[src/sv/ssh_pkg.sv]
// Shared types and constants for the speech segment hysteresis unit.
// No dependencies; every other file imports this package.
package ssh_pkg;

    localparam int PROB_W         = 17;
    localparam int PROB_FRAC_BITS = 16;
    localparam int HOP_W          = 17;
    localparam int MAX_HOPS       = 65536;
    localparam int SAMPLE_W       = 27;
    localparam int THR_W          = 17;
    localparam int MIN_HOPS_W     = 10;
    localparam int PAD_W          = 8;
    localparam int HS_W           = 11;
    localparam int HS_MAX         = 1024;
    localparam int CFG_IDX_W      = 3;
    localparam int CFG_DATA_W     = 17;

    localparam logic [PROB_W:0]    PROB_ONE = (PROB_W + 1)'(1 << PROB_FRAC_BITS);
    localparam logic [HOP_W-1:0]   HOP_LAST = HOP_W'(MAX_HOPS - 1);

    localparam logic [THR_W-1:0]      RST_THRESHOLD   = THR_W'(32768);
    localparam logic [MIN_HOPS_W-1:0] RST_MIN_SPEECH  = MIN_HOPS_W'(8);
    localparam logic [MIN_HOPS_W-1:0] RST_MIN_SILENCE = MIN_HOPS_W'(10);
    localparam logic [PAD_W-1:0]      RST_PAD         = PAD_W'(3);
    localparam logic [HS_W-1:0]       RST_HOP_SAMPLES = HS_W'(160);

    typedef enum logic [CFG_IDX_W-1:0] {
        CFG_THRESHOLD   = 3'd0,
        CFG_MIN_SPEECH  = 3'd1,
        CFG_MIN_SILENCE = 3'd2,
        CFG_PAD         = 3'd3,
        CFG_HOP_SAMPLES = 3'd4
    } t_cfg_idx;

    typedef struct packed {
        logic [THR_W-1:0]      threshold;
        logic [MIN_HOPS_W-1:0] min_speech;
        logic [MIN_HOPS_W-1:0] min_silence;
        logic [PAD_W-1:0]      pad;
        logic [HS_W-1:0]       hop_samples;
    } t_cfg;

    typedef struct packed {
        logic [HOP_W-1:0] seg_start;
        logic [HOP_W-1:0] seg_stop;
    } t_seg;

    typedef struct packed {
        logic             go;
        logic             overflow;
        logic [HOP_W-1:0] hop_count;
    } t_flush_req;

    typedef enum logic [2:0] {
        EM_IDLE,
        EM_READ,
        EM_PAD,
        EM_MUL,
        EM_EMPTY
    } t_emit_state;

endpackage

[src/sv/ssh_if.sv]
// Handshake channel interfaces: score input, segment output, register writes.
// Depends on ssh_pkg for field widths.
interface ssh_in_if import ssh_pkg::*; ();
    logic              valid;
    logic              ready;
    logic [PROB_W-1:0] nonspeech_prob;
    logic              final_score;

    modport source (output valid, nonspeech_prob, final_score, input ready);
    modport sink   (input valid, nonspeech_prob, final_score, output ready);
endinterface

interface ssh_out_if import ssh_pkg::*; ();
    logic                valid;
    logic                ready;
    logic [SAMPLE_W-1:0] start_sample;
    logic [SAMPLE_W-1:0] end_sample;
    logic                segment_valid;
    logic                table_overflow;
    logic                last_segment;

    modport source (output valid, start_sample, end_sample, segment_valid,
                    table_overflow, last_segment, input ready);
    modport sink   (input valid, start_sample, end_sample, segment_valid,
                    table_overflow, last_segment, output ready);
endinterface

interface ssh_cfg_if import ssh_pkg::*; ();
    logic                  valid;
    logic                  ready;
    logic [CFG_IDX_W-1:0]  index;
    logic [CFG_DATA_W-1:0] data;

    modport source (output valid, index, data, input ready);
    modport sink   (input valid, index, data, output ready);
endinterface

[src/sv/ssh_cfg.sv]
// Configuration register file for the segmenter.
// Depends on ssh_pkg and ssh_cfg_if.
module ssh_cfg import ssh_pkg::*; (
    input  logic       i_clk,
    input  logic       i_rst_n,
    ssh_cfg_if.sink    i_cfg,
    output t_cfg       o_cfg
);

    t_cfg r_cfg;
    t_cfg n_cfg;

    assign i_cfg.ready = 1'b1;
    assign o_cfg       = r_cfg;

    always_comb begin
        n_cfg = r_cfg;
        if (i_cfg.valid) begin
            case (i_cfg.index)
                CFG_THRESHOLD:   n_cfg.threshold   = i_cfg.data[THR_W-1:0];
                CFG_MIN_SPEECH:  n_cfg.min_speech  = i_cfg.data[MIN_HOPS_W-1:0];
                CFG_MIN_SILENCE: n_cfg.min_silence = i_cfg.data[MIN_HOPS_W-1:0];
                CFG_PAD:         n_cfg.pad         = i_cfg.data[PAD_W-1:0];
                CFG_HOP_SAMPLES: n_cfg.hop_samples = i_cfg.data[HS_W-1:0];
                default:         n_cfg = r_cfg;
            endcase
        end
    end

    always_ff @(posedge i_clk) begin
        if (!i_rst_n) begin
            r_cfg.threshold   <= RST_THRESHOLD;
            r_cfg.min_speech  <= RST_MIN_SPEECH;
            r_cfg.min_silence <= RST_MIN_SILENCE;
            r_cfg.pad         <= RST_PAD;
            r_cfg.hop_samples <= RST_HOP_SAMPLES;
        end else begin
            r_cfg <= n_cfg;
        end
    end

endmodule

[src/sv/ssh_mem.sv]
// Segment store: one write port, one registered read port.
// Depends on ssh_pkg for the entry type.
module ssh_mem import ssh_pkg::*; #(
    parameter int DEPTH = 32,
    parameter int AW    = 5
) (
    input  logic          i_clk,
    input  logic          i_wr_en,
    input  logic [AW-1:0] i_wr_addr,
    input  t_seg          i_wr_data,
    input  logic          i_rd_en,
    input  logic [AW-1:0] i_rd_addr,
    output t_seg          o_rd_data
);

    t_seg r_mem [DEPTH];
    t_seg r_rd_data;

    assign o_rd_data = r_rd_data;

    always_ff @(posedge i_clk) begin
        if (i_wr_en) begin
            r_mem[i_wr_addr] <= i_wr_data;
        end
    end

    always_ff @(posedge i_clk) begin
        if (i_rd_en) begin
            r_rd_data <= r_mem[i_rd_addr];
        end
    end

endmodule

[src/sv/ssh_track.sv]
// Onset/release hysteresis tracker; writes closed segments to the store.
// Depends on ssh_pkg and ssh_in_if.
module ssh_track import ssh_pkg::*; #(
    parameter int MAX_SEGMENTS = 32,
    parameter int AW           = 5,
    parameter int CW           = 6
) (
    input  logic          i_clk,
    input  logic          i_rst_n,
    ssh_in_if.sink        i_score,
    input  t_cfg          i_cfg,
    input  logic          i_busy,
    output logic          o_wr_en,
    output logic [AW-1:0] o_wr_addr,
    output t_seg          o_wr_data,
    output t_flush_req    o_flush,
    output logic [CW-1:0] o_flush_count
);

    logic             r_in_speech,    n_in_speech;
    logic             r_onset_pend,   n_onset_pend;
    logic [HOP_W-1:0] r_onset_idx,    n_onset_idx;
    logic             r_rel_pend,     n_rel_pend;
    logic [HOP_W-1:0] r_rel_idx,      n_rel_idx;
    logic [HOP_W-1:0] r_open_start,   n_open_start;
    logic [HOP_W-1:0] r_hop,          n_hop;
    logic [CW-1:0]    r_count,        n_count;
    logic             r_dropped,      n_dropped;

    logic             accept;
    logic [PROB_W:0]  score_sum;
    logic             speech;
    logic [HOP_W-1:0] onset_dist;
    logic [HOP_W-1:0] rel_dist;
    logic [HOP_W-1:0] hop_count;
    logic             store_req;
    logic             store_ok;
    t_seg             store_seg;

    assign i_score.ready = !i_busy;
    assign accept        = i_score.valid && !i_busy;
    assign score_sum     = {1'b0, i_score.nonspeech_prob} + {1'b0, i_cfg.threshold};
    assign speech        = score_sum <= PROB_ONE;
    assign onset_dist    = r_hop - r_onset_idx;
    assign rel_dist      = r_hop - r_rel_idx;
    assign hop_count     = r_hop + HOP_W'(1);
    assign store_ok      = r_count < CW'(MAX_SEGMENTS);

    assign o_wr_en       = accept && store_req && store_ok;
    assign o_wr_addr     = r_count[AW-1:0];
    assign o_wr_data     = store_seg;

    always_comb begin
        n_in_speech  = r_in_speech;
        n_onset_pend = r_onset_pend;
        n_onset_idx  = r_onset_idx;
        n_rel_pend   = r_rel_pend;
        n_rel_idx    = r_rel_idx;
        n_open_start = r_open_start;
        n_hop        = r_hop;
        n_count      = r_count;
        n_dropped    = r_dropped;
        store_req    = 1'b0;
        store_seg    = '{seg_start: r_open_start, seg_stop: r_rel_idx};
        o_flush       = '0;
        o_flush_count = r_count;

        if (accept) begin
            if (!r_in_speech) begin
                if (speech) begin
                    if (!r_onset_pend) begin
                        n_onset_pend = 1'b1;
                        n_onset_idx  = r_hop;
                    end else if (onset_dist >= HOP_W'(i_cfg.min_speech)) begin
                        n_in_speech  = 1'b1;
                        n_open_start = r_onset_idx;
                        n_onset_pend = 1'b0;
                    end
                end else begin
                    n_onset_pend = 1'b0;
                end
            end else begin
                if (!speech) begin
                    if (!r_rel_pend) begin
                        n_rel_pend = 1'b1;
                        n_rel_idx  = r_hop;
                    end else if (rel_dist >= HOP_W'(i_cfg.min_silence)) begin
                        n_in_speech = 1'b0;
                        n_rel_pend  = 1'b0;
                        store_req   = 1'b1;
                    end
                end else begin
                    n_rel_pend = 1'b0;
                end
            end

            if (r_hop < HOP_LAST) begin
                n_hop = hop_count;
            end

            // close a segment still open at the last score
            if (i_score.final_score && n_in_speech) begin
                store_req = 1'b1;
                store_seg = '{seg_start: n_open_start, seg_stop: hop_count};
            end

            if (store_req) begin
                if (store_ok) begin
                    n_count = r_count + CW'(1);
                end else begin
                    n_dropped = 1'b1;
                end
            end

            if (i_score.final_score) begin
                o_flush.go        = 1'b1;
                o_flush.overflow  = n_dropped;
                o_flush.hop_count = hop_count;
                o_flush_count     = n_count;
                n_in_speech  = 1'b0;
                n_onset_pend = 1'b0;
                n_onset_idx  = '0;
                n_rel_pend   = 1'b0;
                n_rel_idx    = '0;
                n_open_start = '0;
                n_hop        = '0;
                n_count      = '0;
                n_dropped    = 1'b0;
            end
        end
    end

    always_ff @(posedge i_clk) begin
        if (!i_rst_n) begin
            r_in_speech  <= 1'b0;
            r_onset_pend <= 1'b0;
            r_onset_idx  <= '0;
            r_rel_pend   <= 1'b0;
            r_rel_idx    <= '0;
            r_open_start <= '0;
            r_hop        <= '0;
            r_count      <= '0;
            r_dropped    <= 1'b0;
        end else begin
            r_in_speech  <= n_in_speech;
            r_onset_pend <= n_onset_pend;
            r_onset_idx  <= n_onset_idx;
            r_rel_pend   <= n_rel_pend;
            r_rel_idx    <= n_rel_idx;
            r_open_start <= n_open_start;
            r_hop        <= n_hop;
            r_count      <= n_count;
            r_dropped    <= n_dropped;
        end
    end

endmodule

[src/sv/ssh_emit.sv]
// Flush sequencer: reads stored segments, pads, clamps, scales to samples.
// Depends on ssh_pkg and ssh_out_if; drives the segment store read port.
module ssh_emit import ssh_pkg::*; #(
    parameter int AW = 5,
    parameter int CW = 6
) (
    input  logic          i_clk,
    input  logic          i_rst_n,
    input  t_cfg          i_cfg,
    input  t_flush_req    i_flush,
    input  logic [CW-1:0] i_flush_count,
    output logic          o_busy,
    output logic          o_rd_en,
    output logic [AW-1:0] o_rd_addr,
    input  t_seg          i_rd_data,
    ssh_out_if.source     o_seg
);

    localparam int PROD_W = HOP_W + HS_W;

    t_emit_state r_state, n_state;
    logic [AW-1:0]    r_k,     n_k;
    logic [CW-1:0]    r_n,     n_n;
    logic [HOP_W-1:0] r_total, n_total;
    logic             r_ovf,   n_ovf;
    logic [HOP_W-1:0] r_ps,    n_ps;
    logic [HOP_W-1:0] r_pe,    n_pe;

    logic                r_out_valid, n_out_valid;
    logic [SAMPLE_W-1:0] r_start,     n_start;
    logic [SAMPLE_W-1:0] r_end,       n_end;
    logic                r_segv,      n_segv;
    logic                r_out_ovf,   n_out_ovf;
    logic                r_last,      n_last;

    logic [HS_W-1:0]   hs_eff;
    logic [HOP_W:0]    pe_sum;
    logic [PROD_W-1:0] prod_s;
    logic [PROD_W-1:0] prod_e;
    logic              out_free;
    logic              is_last;

    assign o_busy    = r_state != EM_IDLE;
    assign o_rd_addr = r_k;

    assign o_seg.valid          = r_out_valid;
    assign o_seg.start_sample   = r_start;
    assign o_seg.end_sample     = r_end;
    assign o_seg.segment_valid  = r_segv;
    assign o_seg.table_overflow = r_out_ovf;
    assign o_seg.last_segment   = r_last;

    always_comb begin
        if (i_cfg.hop_samples == '0) begin
            hs_eff = HS_W'(1);
        end else if (i_cfg.hop_samples > HS_W'(HS_MAX)) begin
            hs_eff = HS_W'(HS_MAX);
        end else begin
            hs_eff = i_cfg.hop_samples;
        end
    end

    assign pe_sum   = {1'b0, i_rd_data.seg_stop} + (HOP_W + 1)'(i_cfg.pad);
    assign prod_s   = PROD_W'(r_ps) * PROD_W'(hs_eff);
    assign prod_e   = PROD_W'(r_pe) * PROD_W'(hs_eff);
    assign out_free = !r_out_valid || o_seg.ready;
    assign is_last  = (CW'(r_k) + CW'(1)) == r_n;

    always_comb begin
        n_state     = r_state;
        n_k         = r_k;
        n_n         = r_n;
        n_total     = r_total;
        n_ovf       = r_ovf;
        n_ps        = r_ps;
        n_pe        = r_pe;
        n_out_valid = r_out_valid && !o_seg.ready;
        n_start     = r_start;
        n_end       = r_end;
        n_segv      = r_segv;
        n_out_ovf   = r_out_ovf;
        n_last      = r_last;
        o_rd_en     = 1'b0;

        case (r_state)
            EM_IDLE: begin
                if (i_flush.go) begin
                    n_k     = '0;
                    n_n     = i_flush_count;
                    n_total = i_flush.hop_count;
                    n_ovf   = i_flush.overflow;
                    n_state = (i_flush_count == '0) ? EM_EMPTY : EM_READ;
                end
            end
            EM_READ: begin
                o_rd_en = 1'b1;
                n_state = EM_PAD;
            end
            EM_PAD: begin
                if (i_rd_data.seg_start > HOP_W'(i_cfg.pad)) begin
                    n_ps = i_rd_data.seg_start - HOP_W'(i_cfg.pad);
                end else begin
                    n_ps = '0;
                end
                if (pe_sum > {1'b0, r_total}) begin
                    n_pe = r_total;
                end else begin
                    n_pe = pe_sum[HOP_W-1:0];
                end
                n_state = EM_MUL;
            end
            EM_MUL: begin
                if (out_free) begin
                    n_out_valid = 1'b1;
                    n_start     = prod_s[SAMPLE_W-1:0];
                    n_end       = prod_e[SAMPLE_W-1:0];
                    n_segv      = 1'b1;
                    n_out_ovf   = r_ovf;
                    n_last      = is_last;
                    if (is_last) begin
                        n_state = EM_IDLE;
                    end else begin
                        n_k     = r_k + AW'(1);
                        n_state = EM_READ;
                    end
                end
            end
            EM_EMPTY: begin
                if (out_free) begin
                    n_out_valid = 1'b1;
                    n_start     = '0;
                    n_end       = '0;
                    n_segv      = 1'b0;
                    n_out_ovf   = r_ovf;
                    n_last      = 1'b1;
                    n_state     = EM_IDLE;
                end
            end
            default: begin
                n_state = EM_IDLE;
            end
        endcase
    end

    always_ff @(posedge i_clk) begin
        if (!i_rst_n) begin
            r_state     <= EM_IDLE;
            r_out_valid <= 1'b0;
        end else begin
            r_state     <= n_state;
            r_out_valid <= n_out_valid;
        end
    end

    always_ff @(posedge i_clk) begin
        r_k       <= n_k;
        r_n       <= n_n;
        r_total   <= n_total;
        r_ovf     <= n_ovf;
        r_ps      <= n_ps;
        r_pe      <= n_pe;
        r_start   <= n_start;
        r_end     <= n_end;
        r_segv    <= n_segv;
        r_out_ovf <= n_out_ovf;
        r_last    <= n_last;
    end

endmodule

[src/sv/speech_segment_hysteresis_unit.sv]
// Speech segment hysteresis unit, top level.
// Non-final scores: one per cycle, state updated in the accept cycle, no result.
// Final score: each stored segment passes through the read, pad/clamp and multiply states
// before its word is registered; with no segment, one empty word is registered from the empty state.
// Output stalls hold the sequence; input held off until the last word is loaded.
// Sync active-low reset restores register defaults, clears run state; store is read below count.
module speech_segment_hysteresis_unit import ssh_pkg::*; #(
    parameter int MAX_SEGMENTS = 32
) (
    input  logic       i_clk,
    input  logic       i_rst_n,
    ssh_cfg_if.sink    i_cfg,
    ssh_in_if.sink     i_score,
    ssh_out_if.source  o_seg
);

    localparam int AW = $clog2(MAX_SEGMENTS);
    localparam int CW = $clog2(MAX_SEGMENTS + 1);

    t_cfg          cfg;
    logic          busy;
    logic          wr_en;
    logic [AW-1:0] wr_addr;
    t_seg          wr_data;
    logic          rd_en;
    logic [AW-1:0] rd_addr;
    t_seg          rd_data;
    t_flush_req    flush;
    logic [CW-1:0] flush_count;

    ssh_cfg u_cfg (
        .i_clk   (i_clk),
        .i_rst_n (i_rst_n),
        .i_cfg   (i_cfg),
        .o_cfg   (cfg)
    );

    ssh_track #(
        .MAX_SEGMENTS (MAX_SEGMENTS),
        .AW           (AW),
        .CW           (CW)
    ) u_track (
        .i_clk         (i_clk),
        .i_rst_n       (i_rst_n),
        .i_score       (i_score),
        .i_cfg         (cfg),
        .i_busy        (busy),
        .o_wr_en       (wr_en),
        .o_wr_addr     (wr_addr),
        .o_wr_data     (wr_data),
        .o_flush       (flush),
        .o_flush_count (flush_count)
    );

    ssh_mem #(
        .DEPTH (MAX_SEGMENTS),
        .AW    (AW)
    ) u_mem (
        .i_clk     (i_clk),
        .i_wr_en   (wr_en),
        .i_wr_addr (wr_addr),
        .i_wr_data (wr_data),
        .i_rd_en   (rd_en),
        .i_rd_addr (rd_addr),
        .o_rd_data (rd_data)
    );

    ssh_emit #(
        .AW (AW),
        .CW (CW)
    ) u_emit (
        .i_clk         (i_clk),
        .i_rst_n       (i_rst_n),
        .i_cfg         (cfg),
        .i_flush       (flush),
        .i_flush_count (flush_count),
        .o_busy        (busy),
        .o_rd_en       (rd_en),
        .o_rd_addr     (rd_addr),
        .i_rd_data     (rd_data),
        .o_seg         (o_seg)
    );

endmodule

[src/flat_wrapper.sv]
// flat-port wrapper written by rule: the top's interface ports become plain ports
module speech_segment_hysteresis_unit_flat import ssh_pkg::*;
#(
    parameter int MAX_SEGMENTS = 32
)
  (i_clk, i_rst_n, i_cfg_valid, i_cfg_index, i_cfg_data, i_cfg_ready, i_score_valid, i_score_nonspeech_prob, i_score_final_score, i_score_ready, o_seg_valid, o_seg_start_sample, o_seg_end_sample, o_seg_segment_valid, o_seg_table_overflow, o_seg_last_segment, o_seg_ready);
  ssh_cfg_if i_cfg_i ();
  ssh_in_if i_score_i ();
  ssh_out_if o_seg_i ();
  input  logic i_clk;
  input  logic i_rst_n;
  input wire logic [$bits(i_cfg_i.valid)-1:0] i_cfg_valid;
  input wire logic [$bits(i_cfg_i.index)-1:0] i_cfg_index;
  input wire logic [$bits(i_cfg_i.data)-1:0] i_cfg_data;
  output wire logic [$bits(i_cfg_i.ready)-1:0] i_cfg_ready;
  input wire logic [$bits(i_score_i.valid)-1:0] i_score_valid;
  input wire logic [$bits(i_score_i.nonspeech_prob)-1:0] i_score_nonspeech_prob;
  input wire logic [$bits(i_score_i.final_score)-1:0] i_score_final_score;
  output wire logic [$bits(i_score_i.ready)-1:0] i_score_ready;
  output wire logic [$bits(o_seg_i.valid)-1:0] o_seg_valid;
  output wire logic [$bits(o_seg_i.start_sample)-1:0] o_seg_start_sample;
  output wire logic [$bits(o_seg_i.end_sample)-1:0] o_seg_end_sample;
  output wire logic [$bits(o_seg_i.segment_valid)-1:0] o_seg_segment_valid;
  output wire logic [$bits(o_seg_i.table_overflow)-1:0] o_seg_table_overflow;
  output wire logic [$bits(o_seg_i.last_segment)-1:0] o_seg_last_segment;
  input wire logic [$bits(o_seg_i.ready)-1:0] o_seg_ready;
  assign i_cfg_i.valid = i_cfg_valid;
  assign i_cfg_i.index = i_cfg_index;
  assign i_cfg_i.data = i_cfg_data;
  assign i_cfg_ready = i_cfg_i.ready;
  assign i_score_i.valid = i_score_valid;
  assign i_score_i.nonspeech_prob = i_score_nonspeech_prob;
  assign i_score_i.final_score = i_score_final_score;
  assign i_score_ready = i_score_i.ready;
  assign o_seg_valid = o_seg_i.valid;
  assign o_seg_start_sample = o_seg_i.start_sample;
  assign o_seg_end_sample = o_seg_i.end_sample;
  assign o_seg_segment_valid = o_seg_i.segment_valid;
  assign o_seg_table_overflow = o_seg_i.table_overflow;
  assign o_seg_last_segment = o_seg_i.last_segment;
  assign o_seg_i.ready = o_seg_ready;
  speech_segment_hysteresis_unit #(.MAX_SEGMENTS(MAX_SEGMENTS)) u_core (.i_clk(i_clk), .i_rst_n(i_rst_n), .i_cfg(i_cfg_i), .i_score(i_score_i), .o_seg(o_seg_i));
endmodule
[config.mk]
export PLATFORM = sky130hd
export DESIGN_NAME = speech_segment_hysteresis_unit_flat
export DESIGN_NICKNAME = d
export VERILOG_FILES = /design/src/sv/ssh_pkg.sv /design/src/sv/ssh_if.sv /design/src/sv/ssh_cfg.sv /design/src/sv/ssh_mem.sv /design/src/sv/ssh_track.sv /design/src/sv/ssh_emit.sv /design/src/sv/speech_segment_hysteresis_unit.sv /design/src/flat_wrapper.sv
export SDC_FILE = /design/constraint.sdc
export NUM_CORES = 2
export LEC_CHECK = 0
export BUFFER_PORTS_ARGS = -buffer_cell sky130_fd_sc_hd__buf_2
export CORE_AREA = 2 2 315 380
export CTS_BUF_LIST = sky130_fd_sc_hd__clkbuf_8
export DETAILED_ROUTE_END_ITERATION = 16
export DIE_AREA = 0 0 317 382
export PLACE_DENSITY = 0.84
export SLEW_MARGIN = 40
export SYNTH_ARGS = -nofsm -noshare
export SYNTH_HDL_FRONTEND = slang
export SYNTH_SLANG_ARGS = --single-unit
[constraint.sdc]
create_clock -name i_clk -period 8.4 [get_ports i_clk]
set_clock_uncertainty 0.1 [all_clocks]
set_input_delay 1.68 -clock i_clk [delete_from_list [all_inputs] [get_ports i_clk]]
set_output_delay 1.68 -clock i_clk [all_outputs]
set_load 0.01 [all_outputs]
==> flow_summary.ini <==
[drt]
routed_wl_microns = 174400
drt-initial-drc-count = 5602
vias = 41300
drc = 0
dr.pass1.iters = 9
drt-wirelength-per-cell_microns = 27.00
via_per_inst = 6.393
detail-route-antenna-nets = 0

[placement]
gp_congestion = 0.9521
dpl.hpwl_microns = 110100
port_buffers = 101

[timing]
rsz0062_at_grt = false
slew_viol_final = 0
fin_tns_setup_ns = 0
setup_viol = 0
maxClockFrequency_ghz = 0.1455
tightest_slew_ns = 0.9033
fin_crit_ns = 6.871
hold_viol = 0
slew_headroom = 0.3978
fin_crit_sh = 0.8179

[logic_synthesis]
synth_area_sq_um = 68840
ys.flop_type = edfxtp_1
synth.yosys.warnings = 0
synth_edf_count = 1242
syn-instance-count = 4571
synth_seq_area_share = 0.5819
avgSynthCellArea_sq_um = 15.06
ys_ff_latch = 1380
yosys.area.top_type_share = 0.5418
synthArstFlopShare = 0
yosysTopAreaCell = edfxtp_1
synth.top_cells.by_area = edfxtp_1 54%, mux4_2 11%, fa_1 7.9%
synth_cell_types = 84
syn-num-nets = 5119

[setup_path]
cpMaxStageDelayCell = nor2b_2
critPathMaxFanout = 23
crit_family = adder cells
startpoint_type = flop
cp.required_ns = 8.98
cp.buffers_inverters = 5
arrival_ns = 7.45
cp_slowest_stage_delay_ns = 0.54
crit_top_cell = fa_1
crit_chain = nor2b_2 > buf_4 > nand2_1 > fa_1 > fa_1 > inv_1 > fa_1 > fa_1 > inv_1 > fa_1 > inv_1 > ha_1 > o21a_1 > o21ai_0 > nor3b_1 > o21ai_0 > o311ai_0 > buf_4 > a211oi_1 > or3_1 > o21ai_0 > xnor2_1 > nor2_1
criticalPathCategory = flop to flop
cp-end-kind = flop

[run_status]
outcome = finished, final reports clean

[clock_tree]
cts_tree = done
cts_setup_buffers = 0
clockRootBuffer = clkbuf_8
ctsResizeCount = 0
clk_pin_slew_ns = 0.08
cts_htree_levels = 4
cts.path.max_buffers = 3
hold_buffers = 0
clock_sinks = 1380
cts_buffers = 197
worstSkewPairLatency_ns = 0.94

[global_routing]
grt.total_usage = 0.2938
grt_max_degree = 97
overflow = 0
first_global_vias = 42200
grt_pass1_wl_microns = 261100
antenna_found_initial = 12

[pwr]
p_int_mw = 10.58
p_sw_mw = 3.197
combPwrFrac = 0.064
leakage_nw = 25.98
powerDensity_nw_per_um2 = 182.1
p_clk_frac = 0.396
peakVddDrop_v = 0.0001387
power_switching_share = 0.2321
p_total_mw = 13.77
pwr-share-seq = 0.540

[floorplan]
start_util = 0.5871
die_x_microns = 317
die-area_sq_um = 121100
ios = 103
core_sq_um = 117200
die_y_microns = 382
rows = 138

[final_layout]
nFillCells = 7571
num-nets-final = 5302
areaGrowthSynthToFinish_pct = 9.855
drive_above_1_share = 0.1998

[worst_hold_path]
hp-class = flop to flop

[job]
maxCapViolations = 0
==> path summary, 6_finish.rpt <==
path                                             start                              endpoint  slack (ns)  cells past startpoint
worst min-delay path            u_core.u_cfg.o_cfg[28]                u_core.u_cfg.o_cfg[28]        0.36                      2
worst min register to register  u_core.u_cfg.o_cfg[28]                u_core.u_cfg.o_cfg[28]        0.36                      2
worst max register to register  u_core.u_cfg.o_cfg[10]  u_core.u_emit.o_seg.start_sample[26]        1.53                     23
worst max-delay path            u_core.u_cfg.o_cfg[10]  u_core.u_emit.o_seg.start_sample[26]        1.53                     23
==> layout make-up <==
type                       instances  area (sq um)  area share
inverter                         443          1663     0.02199
multi-input combinational       2526         26550      0.3511
timing repair buffer             206          1390     0.01838
antenna                            4         10.01   0.0001324
tap                             1540          1927     0.02548
sequential                      1380         40060      0.5297
clock buffer                     204          2808     0.03713
clock inverter                   157          1215     0.01607
==> synthesized netlist by cell type, types with 11 or more instances <==
library cell and n:
xnor2_1 76, a211oi_1 15, nor2_1 155, nand3_1 31
o21ai_0 70, nand2_1 389, a21o_1 46, buf_1 28
nand2b_1 17, xor2_1 44, a21oi_1 127, nand4_1 17
and2_1 206, nor2b_1 29, edfxtp_1 1242, clkbuf_1 176
and3_1 25, a22oi_1 11, fa_1 271, inv_1 440
nor4_1 44, or3_1 12, mux4_2 340, mux2_2 75
o21a_1 16, a22o_1 51, dfxtp_1 138, nor3_1 44
o31ai_1 13, ha_1 234
==> tightest hold or removal path, cell delays in order (launching register included) <==
cell	delay, ns
dfxtp_1	0.31
nand2_1	0.05
a21oi_1	0.05
==> cell usage in the layout, fill, tap and decap left out, types with 127 or more instances in the layout <==
cell type	netlist	routed
inv_1	440	492
ha_1	234	234
nor2_1	155	154
mux4_2	340	340
edfxtp_1	1242	1242
a21oi_1	127	127
fa_1	271	271
and2_1	206	205
nand2_1	389	388
clkbuf_8	0	204
dfxtp_1	138	138
==> through the flow <==
stage / hold WS (ns) / utilization / cells / setup WS [ns] / area [sq um]
after floorplan: 0.3003 / - / 4571 / 0.2572 / 68840
after global placement: 0.3436 / 0.6095 / 6091 / 1.655 / 71460
after detailed placement: 0.3515 / 0.6104 / 6094 / 1.574 / 71560
after CTS: 0.3633 / 0.6447 / 6455 / 1.550 / 75580
after global routing: 0.3767 / 0.6449 / 6457 / 1.073 / 75610
final: 0.3639 / 0.6450 / 6460 / 1.529 / 75620
==> kinds of logic after synthesis <==
kind of cell	count (synthesis)	synth area share
buffers and inverters	665	0.03702
AND/OR/NAND/NOR	1015	0.07241
adder cells (fa/ha/maj)	505	0.1213
AO/OA/AOI/OAI	453	0.04526
other	1	0.00005448
multiplexers	432	0.1267
flip-flops	1380	0.5819
XOR/XNOR	120	0.01527
==> layer usage <==
layer	routed length, microns	track usage
met1	58680	0.3611
met5	121	0
met4	9283	0.1359
met3	18930	0.07428
met2	87380	0.4889
==> power groups by stage <==
stage	Combinational, mW	Sequential, mW	Clock (mW)
finish	0.888	7.44	5.45
floorplan	0.650	7.59	0
global route	1.00	7.44	5.77
CTS	0.888	7.44	5.51
detailed placement	0.882	7.58	0
global placement	0.854	7.59	0
==> registers in the layout, indices dropped and copies added, names as in the netlist, 3 cells and up <==
signal	cells
u_core.u_cfg.o_cfg	56
u_core.u_emit.r_pe	17
u_core.u_emit.o_rd_addr	5
u_core.u_track.r_count	6
u_core.u_emit.r_state	3
u_core.u_emit.o_seg.start_sample	27
u_core.u_track.r_hop	17
u_core.u_mem.o_rd_data	34
u_core.u_emit.o_seg.end_sample	27
u_core.u_emit.r_n	6
u_core.u_emit.r_total	17
u_core.u_track.r_onset_idx	17
u_core.u_mem.r_mem	1088
u_core.u_track.r_rel_idx	17
u_core.u_emit.r_ps	17
u_core.u_track.r_open_start	17
No activity file was read; power rests on OpenSTA's default activity.
